`src/msa_pkg.sv`:
```
// Shared constants, codes and control types of the mean and standard error accumulator.
package msa_pkg;

   // Sample, count and field widths (the fraction point does not enter the integer math)
   localparam int SAMPLE_BITS = 20;
   localparam int COUNT_BITS  = 24;

   localparam int CMD_W      = 2;
   localparam int SAMPLE_W   = 20;
   localparam int MEAN_W     = 20;
   localparam int SE_W       = 19;
   localparam int CNT_OUT_W  = 24;
   localparam int STATUS_W   = 2;

   // Accumulator and shared divide / square root widths
   localparam int SUM_W   = SAMPLE_BITS + COUNT_BITS;
   localparam int SQ_W    = 2 * SAMPLE_BITS;
   localparam int SQSUM_W = 2 * SAMPLE_BITS + COUNT_BITS;
   localparam int DIV_W   = SQSUM_W;
   localparam int RAD_W   = DIV_W + (DIV_W % 2);
   localparam int RT_W    = RAD_W / 2;
   localparam int STEP_W  = $clog2(DIV_W);
   localparam int SE_MAX  = (2 ** SE_W) - 1;

   typedef enum logic [CMD_W-1:0] {
      CMD_ADD    = 2'd0,
      CMD_REPORT = 2'd1,
      CMD_CLEAR  = 2'd2
   } cmd_type;

   typedef enum logic [STATUS_W-1:0] {
      STAT_OK        = 2'd0,
      STAT_EMPTY     = 2'd1,
      STAT_SATURATED = 2'd2
   } status_type;

   // Datapath operations issued by the controller
   typedef enum logic [2:0] {
      OP_NONE      = 3'd0,
      OP_MEAN_LOAD = 3'd1,
      OP_DIV_STEP  = 3'd2,
      OP_SQUARE    = 3'd3,
      OP_VAR_LOAD  = 3'd4,
      OP_ROOT_LOAD = 3'd5,
      OP_ROOT_STEP = 3'd6,
      OP_OUT_LOAD  = 3'd7
   } dp_op_type;

   typedef struct packed {
      logic      acc_add;
      logic      acc_clear;
      dp_op_type op;
   } ctrl_cmd_type;

   typedef struct packed {
      logic count_zero;
      logic out_free;
   } dp_stat_type;

endpackage

```
`src/msa_req_if.sv`:
```
// Request channel: command and sample beats into the accumulator.
interface msa_req_if;
   logic                                valid;
   logic                                ready;
   logic [msa_pkg::CMD_W-1:0]           cmd;
   logic signed [msa_pkg::SAMPLE_W-1:0] sample;

   modport source (output valid, output cmd, output sample, input ready);
   modport sink   (input valid, input cmd, input sample, output ready);
endinterface

```
`src/msa_rsp_if.sv`:
```
// Response channel: report beats out of the accumulator.
interface msa_rsp_if;
   logic                                 valid;
   logic                                 ready;
   logic signed [msa_pkg::MEAN_W-1:0]    mean;
   logic [msa_pkg::SE_W-1:0]             std_error;
   logic [msa_pkg::CNT_OUT_W-1:0]        sample_count;
   logic [msa_pkg::STATUS_W-1:0]         status;

   modport source (output valid, output mean, output std_error, output sample_count,
                   output status, input ready);
   modport sink   (input valid, input mean, input std_error, input sample_count,
                   input status, output ready);
endinterface

```
`src/msa_datapath.sv`:
```
// Accumulators, shared restoring divider, digit square root and response register.
module msa_datapath (
   input  logic                                clock,
   input  logic                                reset,
   input  msa_pkg::ctrl_cmd_type               cmd,
   input  logic signed [msa_pkg::SAMPLE_W-1:0] sample,
   input  logic                                rsp_ready,
   output msa_pkg::dp_stat_type                stat,
   output logic                                rsp_valid,
   output logic signed [msa_pkg::MEAN_W-1:0]   rsp_mean,
   output logic [msa_pkg::SE_W-1:0]            rsp_std_error,
   output logic [msa_pkg::CNT_OUT_W-1:0]       rsp_sample_count,
   output logic [msa_pkg::STATUS_W-1:0]        rsp_status
);
   localparam int SB      = msa_pkg::SAMPLE_BITS;
   localparam int CB      = msa_pkg::COUNT_BITS;
   localparam int SUM_W   = msa_pkg::SUM_W;
   localparam int SQ_W    = msa_pkg::SQ_W;
   localparam int SQSUM_W = msa_pkg::SQSUM_W;
   localparam int DIV_W   = msa_pkg::DIV_W;
   localparam int RAD_W   = msa_pkg::RAD_W;
   localparam int RT_W    = msa_pkg::RT_W;
   localparam int MEAN_W  = msa_pkg::MEAN_W;
   localparam int SE_W    = msa_pkg::SE_W;
   localparam int CO_W    = msa_pkg::CNT_OUT_W;
   localparam logic [RT_W-1:0] SE_LIMIT = RT_W'(msa_pkg::SE_MAX);

   // Gatherer state
   logic signed [SUM_W-1:0] sum_ff, sum_in;
   logic [SQSUM_W-1:0]      sqsum_ff, sqsum_in;
   logic [CB-1:0]           count_ff, count_in;
   logic                    ovf_ff, ovf_in;
   logic                    pend_ff, pend_in;
   logic signed [SB-1:0]    sadd_ff;
   logic [SQ_W-1:0]         sq_ff;

   // Report working registers
   logic                    neg_ff, neg_in;
   logic [CB-1:0]           rem_ff, rem_in;
   logic [DIV_W-1:0]        quo_ff, quo_in;
   logic signed [SB-1:0]    mean_ff, mean_in;
   logic [SQ_W-1:0]         msq_ff, msq_in;
   logic [RAD_W-1:0]        rad_ff, rad_in;
   logic [RT_W-1:0]         root_ff, root_in;
   logic [RT_W+1:0]         srem_ff, srem_in;

   // Response register
   logic                     out_full_ff, out_full_in;
   logic signed [MEAN_W-1:0] o_mean_ff, o_mean_in;
   logic [SE_W-1:0]          o_se_ff, o_se_in;
   logic [CO_W-1:0]          o_cnt_ff, o_cnt_in;
   logic [1:0]               o_stat_ff, o_stat_in;

   logic signed [SB-1:0] sample_s;
   logic [SB-1:0]        sample_mag;
   logic                 count_max;
   logic [SUM_W-1:0]     sum_mag;
   logic [SB-1:0]        mmag;
   logic [CB:0]          div_sh, div_diff;
   logic                 div_ge;
   logic [RT_W+3:0]      rt_sh, rt_trial, rt_diff;
   logic                 rt_ge;
   logic [DIV_W-1:0]     msq_wide;
   logic [SE_W-1:0]      se_val;

   assign sample_s   = sample[SB-1:0];
   assign sample_mag = sample_s[SB-1] ? SB'(-sample_s) : SB'(sample_s);
   assign count_max  = &count_ff;
   assign sum_mag    = sum_ff[SUM_W-1] ? SUM_W'(-sum_ff) : SUM_W'(sum_ff);
   assign mmag       = quo_ff[SB-1:0];
   assign msq_wide   = DIV_W'(msq_ff);

   // One restoring divide step: divisor is the sample count
   assign div_sh   = {rem_ff, quo_ff[DIV_W-1]};
   assign div_ge   = div_sh >= {1'b0, count_ff};
   assign div_diff = div_sh - {1'b0, count_ff};

   // One square root digit: two radicand bits in, one root bit out
   assign rt_sh    = {srem_ff, rad_ff[RAD_W-1 -: 2]};
   assign rt_trial = {2'b00, root_ff, 2'b01};
   assign rt_ge    = rt_sh >= rt_trial;
   assign rt_diff  = rt_sh - rt_trial;

   assign se_val = (root_ff > SE_LIMIT) ? SE_W'(SE_LIMIT) : SE_W'(root_ff);

   // Accumulate side: squares are registered ahead of the sums
   always_comb begin
      sum_in   = sum_ff;
      sqsum_in = sqsum_ff;
      count_in = count_ff;
      ovf_in   = ovf_ff;
      pend_in  = 1'b0;
      if (cmd.acc_clear) begin
         sum_in   = '0;
         sqsum_in = '0;
         count_in = '0;
         ovf_in   = 1'b0;
      end else begin
         if (pend_ff) begin
            sum_in   = sum_ff + SUM_W'(sadd_ff);
            sqsum_in = sqsum_ff + SQSUM_W'(sq_ff);
         end
         if (cmd.acc_add) begin
            if (count_max) begin
               ovf_in = 1'b1;
            end else begin
               count_in = count_ff + 1'b1;
               pend_in  = 1'b1;
            end
         end
      end
   end

   // Report side operations
   always_comb begin
      neg_in    = neg_ff;
      rem_in    = rem_ff;
      quo_in    = quo_ff;
      mean_in   = mean_ff;
      msq_in    = msq_ff;
      rad_in    = rad_ff;
      root_in   = root_ff;
      srem_in   = srem_ff;
      o_mean_in = o_mean_ff;
      o_se_in   = o_se_ff;
      o_cnt_in  = o_cnt_ff;
      o_stat_in = o_stat_ff;
      unique case (cmd.op)
         msa_pkg::OP_NONE: begin
         end
         msa_pkg::OP_MEAN_LOAD: begin
            neg_in = sum_ff[SUM_W-1];
            rem_in = '0;
            quo_in = DIV_W'(sum_mag);
         end
         msa_pkg::OP_DIV_STEP: begin
            rem_in = div_ge ? div_diff[CB-1:0] : div_sh[CB-1:0];
            quo_in = {quo_ff[DIV_W-2:0], div_ge};
         end
         msa_pkg::OP_SQUARE: begin
            mean_in = neg_ff ? SB'(-mmag) : SB'(mmag);
            msq_in  = mmag * mmag;
            rem_in  = '0;
            quo_in  = DIV_W'(sqsum_ff);
         end
         msa_pkg::OP_VAR_LOAD: begin
            rem_in = '0;
            quo_in = (quo_ff > msq_wide) ? (quo_ff - msq_wide) : '0;
         end
         msa_pkg::OP_ROOT_LOAD: begin
            rad_in  = RAD_W'(quo_ff);
            root_in = '0;
            srem_in = '0;
         end
         msa_pkg::OP_ROOT_STEP: begin
            rad_in  = {rad_ff[RAD_W-3:0], 2'b00};
            root_in = {root_ff[RT_W-2:0], rt_ge};
            srem_in = rt_ge ? rt_diff[RT_W+1:0] : rt_sh[RT_W+1:0];
         end
         msa_pkg::OP_OUT_LOAD: begin
            if (count_ff == '0) begin
               o_mean_in = '0;
               o_se_in   = '0;
               o_cnt_in  = '0;
               o_stat_in = msa_pkg::STAT_EMPTY;
            end else begin
               o_mean_in = MEAN_W'(mean_ff);
               o_se_in   = se_val;
               o_cnt_in  = CO_W'(count_ff);
               o_stat_in = ovf_ff ? msa_pkg::STAT_SATURATED : msa_pkg::STAT_OK;
            end
         end
         default: begin
         end
      endcase
   end

   assign out_full_in = (cmd.op == msa_pkg::OP_OUT_LOAD) || (out_full_ff && !rsp_ready);

   // Control and gatherer state
   always_ff @(posedge clock) begin
      if (reset) begin
         sum_ff      <= '0;
         sqsum_ff    <= '0;
         count_ff    <= '0;
         ovf_ff      <= 1'b0;
         pend_ff     <= 1'b0;
         out_full_ff <= 1'b0;
      end else begin
         sum_ff      <= sum_in;
         sqsum_ff    <= sqsum_in;
         count_ff    <= count_in;
         ovf_ff      <= ovf_in;
         pend_ff     <= pend_in;
         out_full_ff <= out_full_in;
      end
   end

   // Payload registers
   always_ff @(posedge clock) begin
      if (cmd.acc_add) begin
         sadd_ff <= sample_s;
         sq_ff   <= sample_mag * sample_mag;
      end
      neg_ff    <= neg_in;
      rem_ff    <= rem_in;
      quo_ff    <= quo_in;
      mean_ff   <= mean_in;
      msq_ff    <= msq_in;
      rad_ff    <= rad_in;
      root_ff   <= root_in;
      srem_ff   <= srem_in;
      o_mean_ff <= o_mean_in;
      o_se_ff   <= o_se_in;
      o_cnt_ff  <= o_cnt_in;
      o_stat_ff <= o_stat_in;
   end

   assign stat.count_zero = (count_ff == '0);
   assign stat.out_free   = !out_full_ff || rsp_ready;

   assign rsp_valid        = out_full_ff;
   assign rsp_mean         = o_mean_ff;
   assign rsp_std_error    = o_se_ff;
   assign rsp_sample_count = o_cnt_ff;
   assign rsp_status       = o_stat_ff;

endmodule

```
`src/msa_ctrl.sv`:
```
// Report sequencer: steps the datapath through mean, mean square, variance and root.
module msa_ctrl (
   input  logic                      clock,
   input  logic                      reset,
   input  logic                      req_valid,
   input  logic [msa_pkg::CMD_W-1:0] req_cmd,
   output logic                      req_ready,
   input  msa_pkg::dp_stat_type      stat,
   output msa_pkg::ctrl_cmd_type     cmd
);
   localparam int STEP_W = msa_pkg::STEP_W;
   localparam logic [STEP_W-1:0] DIV_LAST  = STEP_W'(msa_pkg::DIV_W - 1);
   localparam logic [STEP_W-1:0] ROOT_LAST = STEP_W'(msa_pkg::RT_W - 1);

   typedef enum logic [9:0] {
      ST_IDLE      = 10'b00_0000_0001,
      ST_MEAN_LOAD = 10'b00_0000_0010,
      ST_MEAN_DIV  = 10'b00_0000_0100,
      ST_SQUARE    = 10'b00_0000_1000,
      ST_MS_DIV    = 10'b00_0001_0000,
      ST_VAR_LOAD  = 10'b00_0010_0000,
      ST_VAR_DIV   = 10'b00_0100_0000,
      ST_ROOT_LOAD = 10'b00_1000_0000,
      ST_ROOT      = 10'b01_0000_0000,
      ST_FINISH    = 10'b10_0000_0000
   } state_type;

   state_type          state_ff, state_in;
   logic [STEP_W-1:0]  step_ff, step_in;
   logic               accept;
   msa_pkg::dp_op_type op_sel;

   assign req_ready = (state_ff == ST_IDLE);
   assign accept    = req_valid && req_ready;

   // Add and clear beats go straight to the gatherer
   assign cmd.acc_add   = accept && (req_cmd == msa_pkg::CMD_ADD);
   assign cmd.acc_clear = accept && (req_cmd == msa_pkg::CMD_CLEAR);
   assign cmd.op        = op_sel;

   // Next state, step count and datapath operation
   always_comb begin
      state_in = state_ff;
      step_in  = step_ff;
      op_sel   = msa_pkg::OP_NONE;
      unique case (state_ff)
         ST_IDLE: begin
            if (accept && (req_cmd == msa_pkg::CMD_REPORT)) begin
               state_in = ST_MEAN_LOAD;
            end
         end
         ST_MEAN_LOAD: begin
            if (stat.count_zero) begin
               state_in = ST_FINISH;
            end else begin
               op_sel   = msa_pkg::OP_MEAN_LOAD;
               step_in  = DIV_LAST;
               state_in = ST_MEAN_DIV;
            end
         end
         ST_MEAN_DIV: begin
            op_sel  = msa_pkg::OP_DIV_STEP;
            step_in = step_ff - 1'b1;
            if (step_ff == '0) begin
               state_in = ST_SQUARE;
            end
         end
         ST_SQUARE: begin
            op_sel   = msa_pkg::OP_SQUARE;
            step_in  = DIV_LAST;
            state_in = ST_MS_DIV;
         end
         ST_MS_DIV: begin
            op_sel  = msa_pkg::OP_DIV_STEP;
            step_in = step_ff - 1'b1;
            if (step_ff == '0) begin
               state_in = ST_VAR_LOAD;
            end
         end
         ST_VAR_LOAD: begin
            op_sel   = msa_pkg::OP_VAR_LOAD;
            step_in  = DIV_LAST;
            state_in = ST_VAR_DIV;
         end
         ST_VAR_DIV: begin
            op_sel  = msa_pkg::OP_DIV_STEP;
            step_in = step_ff - 1'b1;
            if (step_ff == '0) begin
               state_in = ST_ROOT_LOAD;
            end
         end
         ST_ROOT_LOAD: begin
            op_sel   = msa_pkg::OP_ROOT_LOAD;
            step_in  = ROOT_LAST;
            state_in = ST_ROOT;
         end
         ST_ROOT: begin
            op_sel  = msa_pkg::OP_ROOT_STEP;
            step_in = step_ff - 1'b1;
            if (step_ff == '0) begin
               state_in = ST_FINISH;
            end
         end
         ST_FINISH: begin
            // wait for the response register to free up
            if (stat.out_free) begin
               op_sel   = msa_pkg::OP_OUT_LOAD;
               state_in = ST_IDLE;
            end
         end
         default: begin
            state_in = ST_IDLE;
         end
      endcase
   end

   always_ff @(posedge clock) begin
      if (reset) begin
         state_ff <= ST_IDLE;
         step_ff  <= '0;
      end else begin
         state_ff <= state_in;
         step_ff  <= step_in;
      end
   end

endmodule

```
`src/mean_stderr_accumulator.sv`:
```
// Top level of the running mean and standard error accumulator.
// Add and clear beats are taken one per cycle, back to back, while the block is idle: the
// sample square is registered and then folded into the sums. A report beat makes the
// block busy (req.ready low) until the result sits in the response register; the steps
// are the shared one-bit-per-cycle divider (mean, mean square, variance over n) and the
// two-bit-per-cycle square root. With no samples a report skips them and returns zeros
// and empty status. The response register lets new beats be accepted while a report
// waits to be taken. The mean is truncated toward zero, a negative variance reads as zero,
// the standard error is saturated to 19 bits, and once the count saturates further
// samples are dropped and reports carry the saturated status until a clear. Reset clears
// all sums and the count.
module mean_stderr_accumulator (
   input  logic      clock,
   input  logic      reset,
   msa_req_if.sink   req,
   msa_rsp_if.source rsp
);
   msa_pkg::ctrl_cmd_type cmd;
   msa_pkg::dp_stat_type  stat;

   msa_ctrl u_ctrl (
      .clock     (clock),
      .reset     (reset),
      .req_valid (req.valid),
      .req_cmd   (req.cmd),
      .req_ready (req.ready),
      .stat      (stat),
      .cmd       (cmd)
   );

   msa_datapath u_datapath (
      .clock            (clock),
      .reset            (reset),
      .cmd              (cmd),
      .sample           (req.sample),
      .rsp_ready        (rsp.ready),
      .stat             (stat),
      .rsp_valid        (rsp.valid),
      .rsp_mean         (rsp.mean),
      .rsp_std_error    (rsp.std_error),
      .rsp_sample_count (rsp.sample_count),
      .rsp_status       (rsp.status)
   );

endmodule

```
`src/flat_wrapper.sv`:
```
// flat-port wrapper written by rule: the top's interface ports become plain ports
module mean_stderr_accumulator_flat 
  (clock, reset, req_valid, req_cmd, req_sample, req_ready, rsp_valid, rsp_mean, rsp_std_error, rsp_sample_count, rsp_status, rsp_ready);
  msa_req_if req_i ();
  msa_rsp_if rsp_i ();
  input  logic clock;
  input  logic reset;
  input wire logic [$bits(req_i.valid)-1:0] req_valid;
  input wire logic [$bits(req_i.cmd)-1:0] req_cmd;
  input wire logic [$bits(req_i.sample)-1:0] req_sample;
  output wire logic [$bits(req_i.ready)-1:0] req_ready;
  output wire logic [$bits(rsp_i.valid)-1:0] rsp_valid;
  output wire logic [$bits(rsp_i.mean)-1:0] rsp_mean;
  output wire logic [$bits(rsp_i.std_error)-1:0] rsp_std_error;
  output wire logic [$bits(rsp_i.sample_count)-1:0] rsp_sample_count;
  output wire logic [$bits(rsp_i.status)-1:0] rsp_status;
  input wire logic [$bits(rsp_i.ready)-1:0] rsp_ready;
  assign req_i.valid = req_valid;
  assign req_i.cmd = req_cmd;
  assign req_i.sample = req_sample;
  assign req_ready = req_i.ready;
  assign rsp_valid = rsp_i.valid;
  assign rsp_mean = rsp_i.mean;
  assign rsp_std_error = rsp_i.std_error;
  assign rsp_sample_count = rsp_i.sample_count;
  assign rsp_status = rsp_i.status;
  assign rsp_i.ready = rsp_ready;
  mean_stderr_accumulator u_core (.clock(clock), .reset(reset), .req(req_i), .rsp(rsp_i));
endmodule
```
`config.mk`:
```
export PLATFORM = sky130hd
export DESIGN_NAME = mean_stderr_accumulator_flat
export DESIGN_NICKNAME = d
export VERILOG_FILES = /design/src/msa_pkg.sv /design/src/msa_req_if.sv /design/src/msa_rsp_if.sv /design/src/msa_datapath.sv /design/src/msa_ctrl.sv /design/src/mean_stderr_accumulator.sv /design/src/flat_wrapper.sv
export SDC_FILE = /design/constraint.sdc
export NUM_CORES = 2
export LEC_CHECK = 0
export BUFFER_PORTS_ARGS = -buffer_cell sky130_fd_sc_hd__buf_2
export CAP_MARGIN = 10
export CORE_MARGIN = 4
export CORE_UTILIZATION = 59
export DETAILED_ROUTE_END_ITERATION = 10
export GPL_TIMING_DRIVEN = 1
export PLACE_DENSITY = 0.76
export SYNTH_ARGS = -nofsm -noshare
export SYNTH_HDL_FRONTEND = slang
export SYNTH_HIERARCHICAL = 1
export SYNTH_SLANG_ARGS = --single-unit
export TNS_END_PERCENT = 5
```
`constraint.sdc`:
```
create_clock -name clock -period 9.41 [get_ports clock]
set_clock_uncertainty 0.1 [all_clocks]
set_input_delay 0.941 -clock clock [delete_from_list [all_inputs] [get_ports clock]]
set_output_delay 0.941 -clock clock [all_outputs]
set_load 0.05 [all_outputs]
```
==> out/results.tsv <==
metric	value	unit
first-pass GRT wire length	228500	microns
Initial Util	59.34	%
Detailed Route WL	142900	microns
Worst EP required	9.67	ns
clock sinks	551	
Top FF cell, synth	edfxtp_1	
crit path max fanout	5	
worst skew pair latency	0.63	ns
Final Setup Violations	0	
xor/xnor share of the synthesized area	6.146	%
Synth cell types	110	
Finished Layout Cells	7336	
vias per cell	5.865	
top sig layer	met5	
Ys Warns	6	
hold_buf cts	0	
f_max	0.1127	GHz
fin crit share	94.26	%
Yosys reg bits	551	
post-CTS sizing	0	
pre-CTS setup slack	-0.001978	ns
die footprint	100400	sq um
mux cell area share after synthesis	2.536	%
Slew @ Worst Pin	1.206	ns
Final nets	7088	
most frequent cell on the critical path	fa_1	
largest family of logic cells by synthesized area	adder cells	
crit path launch type	input port	
# diodes	0	
I/O pin total	93	
maxcap violations	0	
Worst-path clk slew	0.06	ns
final setup margin	0.5405	ns
Die Ht	316.9	microns
Post-Synth Simple-Gate Area	13.82	%
total track usage	28.45	%
DRT met1 WL	59660	microns
Seq/Total Area, Yosys	26.71	%
I/O Buffers	92	
DRC	0	
global route overflow	0	
post-route minimum period	8.870	ns
CTS root buf	clkbuf_16	
P&R area growth vs syn	7.582	%
Final ANT Viol Nets	0	
status	finished, final reports clean	
final hold viol count	0	
relative slew slack	19.09	%
Core Area	94870	sq um
Min-Delay Path Class	register to register	
standard-cell rows	113	
DR pass1 iterations	8	
number of synthesized flops with an enable pin	400	
compound-gate portion of the synthesized area	12.44	%
CTS buffer count	67	
crit path kind	input port to register	
wire length per cell	19.48	microns
Max clock buf depth	3	
CTS tree	done	
gp weighted congestion	0.9632	
Critical Path End Type	register	
initial DRC count	3343	
initial antenna violation count	1	
met2 WL	68560	microns
cell area after synthesis	56290	sq um
CP max-delay cell	or4_1	
Pins Over Slew Limit	0	
Synth Area in Adders	30.75	%
Worst path max stage delay	0.59	ns
placed instance count	7213	
RSZ-0062 raised after global routing	no	
Avg Cell Area, Syn	9.426	sq um
CTS HTree Levels	3	
die width	316.9	microns
post-CTS setup buffers	0	
largest net degree at the start of global routing	77	
DR WL met3	8917	microns
crit path DAT	9.13	ns
Detail Placement HPWL	110400	microns
Finished Core Util	63.84	%
Sum Neg Setup Slack	0	ns
Synth async-reset ratio	0	%
cell count after synthesis	5972	
share of cells above drive strength 1	6.440	%
Via Count	43020	
vias in the first global route	43110	
-- cells in the mapped netlist, types with 27 or more instances --
cell type / n / area (sq um)
fa_1: 564 / 11290
a31oi_1: 27 / 168.9
o21ai_1: 45 / 225.2
xnor2_1: 295 / 2584
and2_1: 106 / 663.1
ha_1: 481 / 6018
o21a_1: 57 / 427.9
nand2b_1: 41 / 256.5
dfxtp_1: 151 / 3023
o21ai_0: 157 / 785.8
clkbuf_1: 205 / 769.5
nor3_1: 68 / 340.3
nand2_1: 579 / 2173
o221ai_1: 27 / 236.5
o31ai_1: 30 / 225.2
nor2_1: 499 / 1873
nand3_1: 61 / 305.3
a21o_1: 153 / 1149
nand4_1: 51 / 319.1
edfxtp_1: 400 / 12010
nor4_1: 40 / 250.2
o22ai_1: 43 / 269.0
a21oi_1: 265 / 1326
mux2i_1: 139 / 1391
o21bai_1: 47 / 352.8
nor2b_1: 57 / 356.6
or3_1: 35 / 219.0
xor2_1: 100 / 875.8
inv_1: 870 / 3266
and3_1: 33 / 206.5
a211oi_1: 34 / 255.2
-- flip-flops by register name, summed over array words and instances, names as in the netlist --
signal and flops:
u_core/u_datapath/count_ff 24, u_core/u_datapath/mean_ff 20, u_core/u_datapath/sadd_ff 20, u_core/u_datapath/rsp_sample_count 24, u_core/u_ctrl/state_ff 10, u_core/u_datapath/rad_ff 64
u_core/u_datapath/ovf_ff 1, u_core/u_datapath/neg_ff 1, u_core/u_datapath/sqsum_ff 64, u_core/u_datapath/rsp_status 2, u_core/u_datapath/rsp_std_error 19, u_core/u_datapath/sq_ff 38
u_core/u_datapath/root_ff 32, u_core/u_datapath/msq_ff 38, u_core/u_datapath/sum_ff 44, u_core/u_datapath/pend_ff 1, u_core/u_datapath/quo_ff 64, u_core/u_datapath/rsp_mean 20
u_core/u_datapath/rsp_valid 1, u_core/u_ctrl/step_ff 6, u_core/u_datapath/rem_ff 24, u_core/u_datapath/srem_ff 34
-- per-stage QoR --
| step | hold slack, ns | area, sq um |
|---|---|---|
| 2_1_floorplan | 0.3064 | 56350 |
| 3_3_place_gp | 0.3569 | 58310 |
| 3_5_place_dp | 0.3703 | 58310 |
| 4_1_cts | 0.3870 | 60560 |
| 5_1_grt | 0.4185 | 60560 |
| 6_report | 0.3854 | 60560 |
-- layer usage --
metal / up-vias / global-route usage [%]
li1: 20100 / -
met1: 21120 / 37.94
met2: 1481 / 48.21
met3: 322 / 3.304
met4: 2 / 10.37
met5: - / 0
-- path summary, 6_finish.rpt --
| path | start | end | slack, ns | depth (start not counted) |
|---|---|---|---|---|
| setup reg to reg | u_core/u_datapath/quo_ff[8] | u_core/u_datapath/msq_ff[37] | 1.12 | 22 |
| hold reg to reg | u_core/u_datapath/ovf_ff | u_core/u_datapath/ovf_ff | 0.39 | 2 |
| hold / removal | u_core/u_datapath/ovf_ff | u_core/u_datapath/ovf_ff | 0.39 | 2 |
| setup / recovery | req_sample[8] | u_core/u_datapath/sq_ff[37] | 0.54 | 29 |
-- cell usage in the layout, fill, tap and decap left out, types with 68 or more instances in the layout --
cell type	count
inv_1	868
nand2_1	578
fa_1	564
nor2_1	497
ha_1	481
edfxtp_1	400
xnor2_1	293
a21oi_1	264
o21ai_0	157
a21o_1	153
dfxtp_1	150
mux2i_1	139
buf_4	108
and2_1	105
xor2_1	100
buf_2	92
clkbuf_16	69
nor3_1	68
-- cells by family after synthesis --
family,after synthesis
AND/OR/NAND/NOR,1666
buffers and inverters,1119
AO/OA/AOI/OAI,1052
adder cells (fa/ha/maj),1045
flip-flops,551
XOR/XNOR,395
multiplexers,142
other,2
-- worst max-delay path, delay by kind of cell --
kind | cells | cell delay [ns]
XOR/XNOR | 2 | 0.32
buffers and inverters | 5 | 0.39
AO/OA/AOI/OAI | 8 | 2.06
AND/OR/NAND/NOR | 6 | 1.48
adder cells (fa/ha/maj) | 8 | 3.93
-- final cells by class --
cell class | count | area [sq um]
fill | 7641 | 34310
clock inverter | 38 | 404.1
inverter | 881 | 3307
multi-input combinational | 4316 | 37110
timing repair buffer | 200 | 1271
tap | 1265 | 1583
sequential | 551 | 15040
clock buffer | 85 | 1847
Power is not shown: default switching activity piles up to over one toggle a cycle in this logic, so the estimate is an artifact.
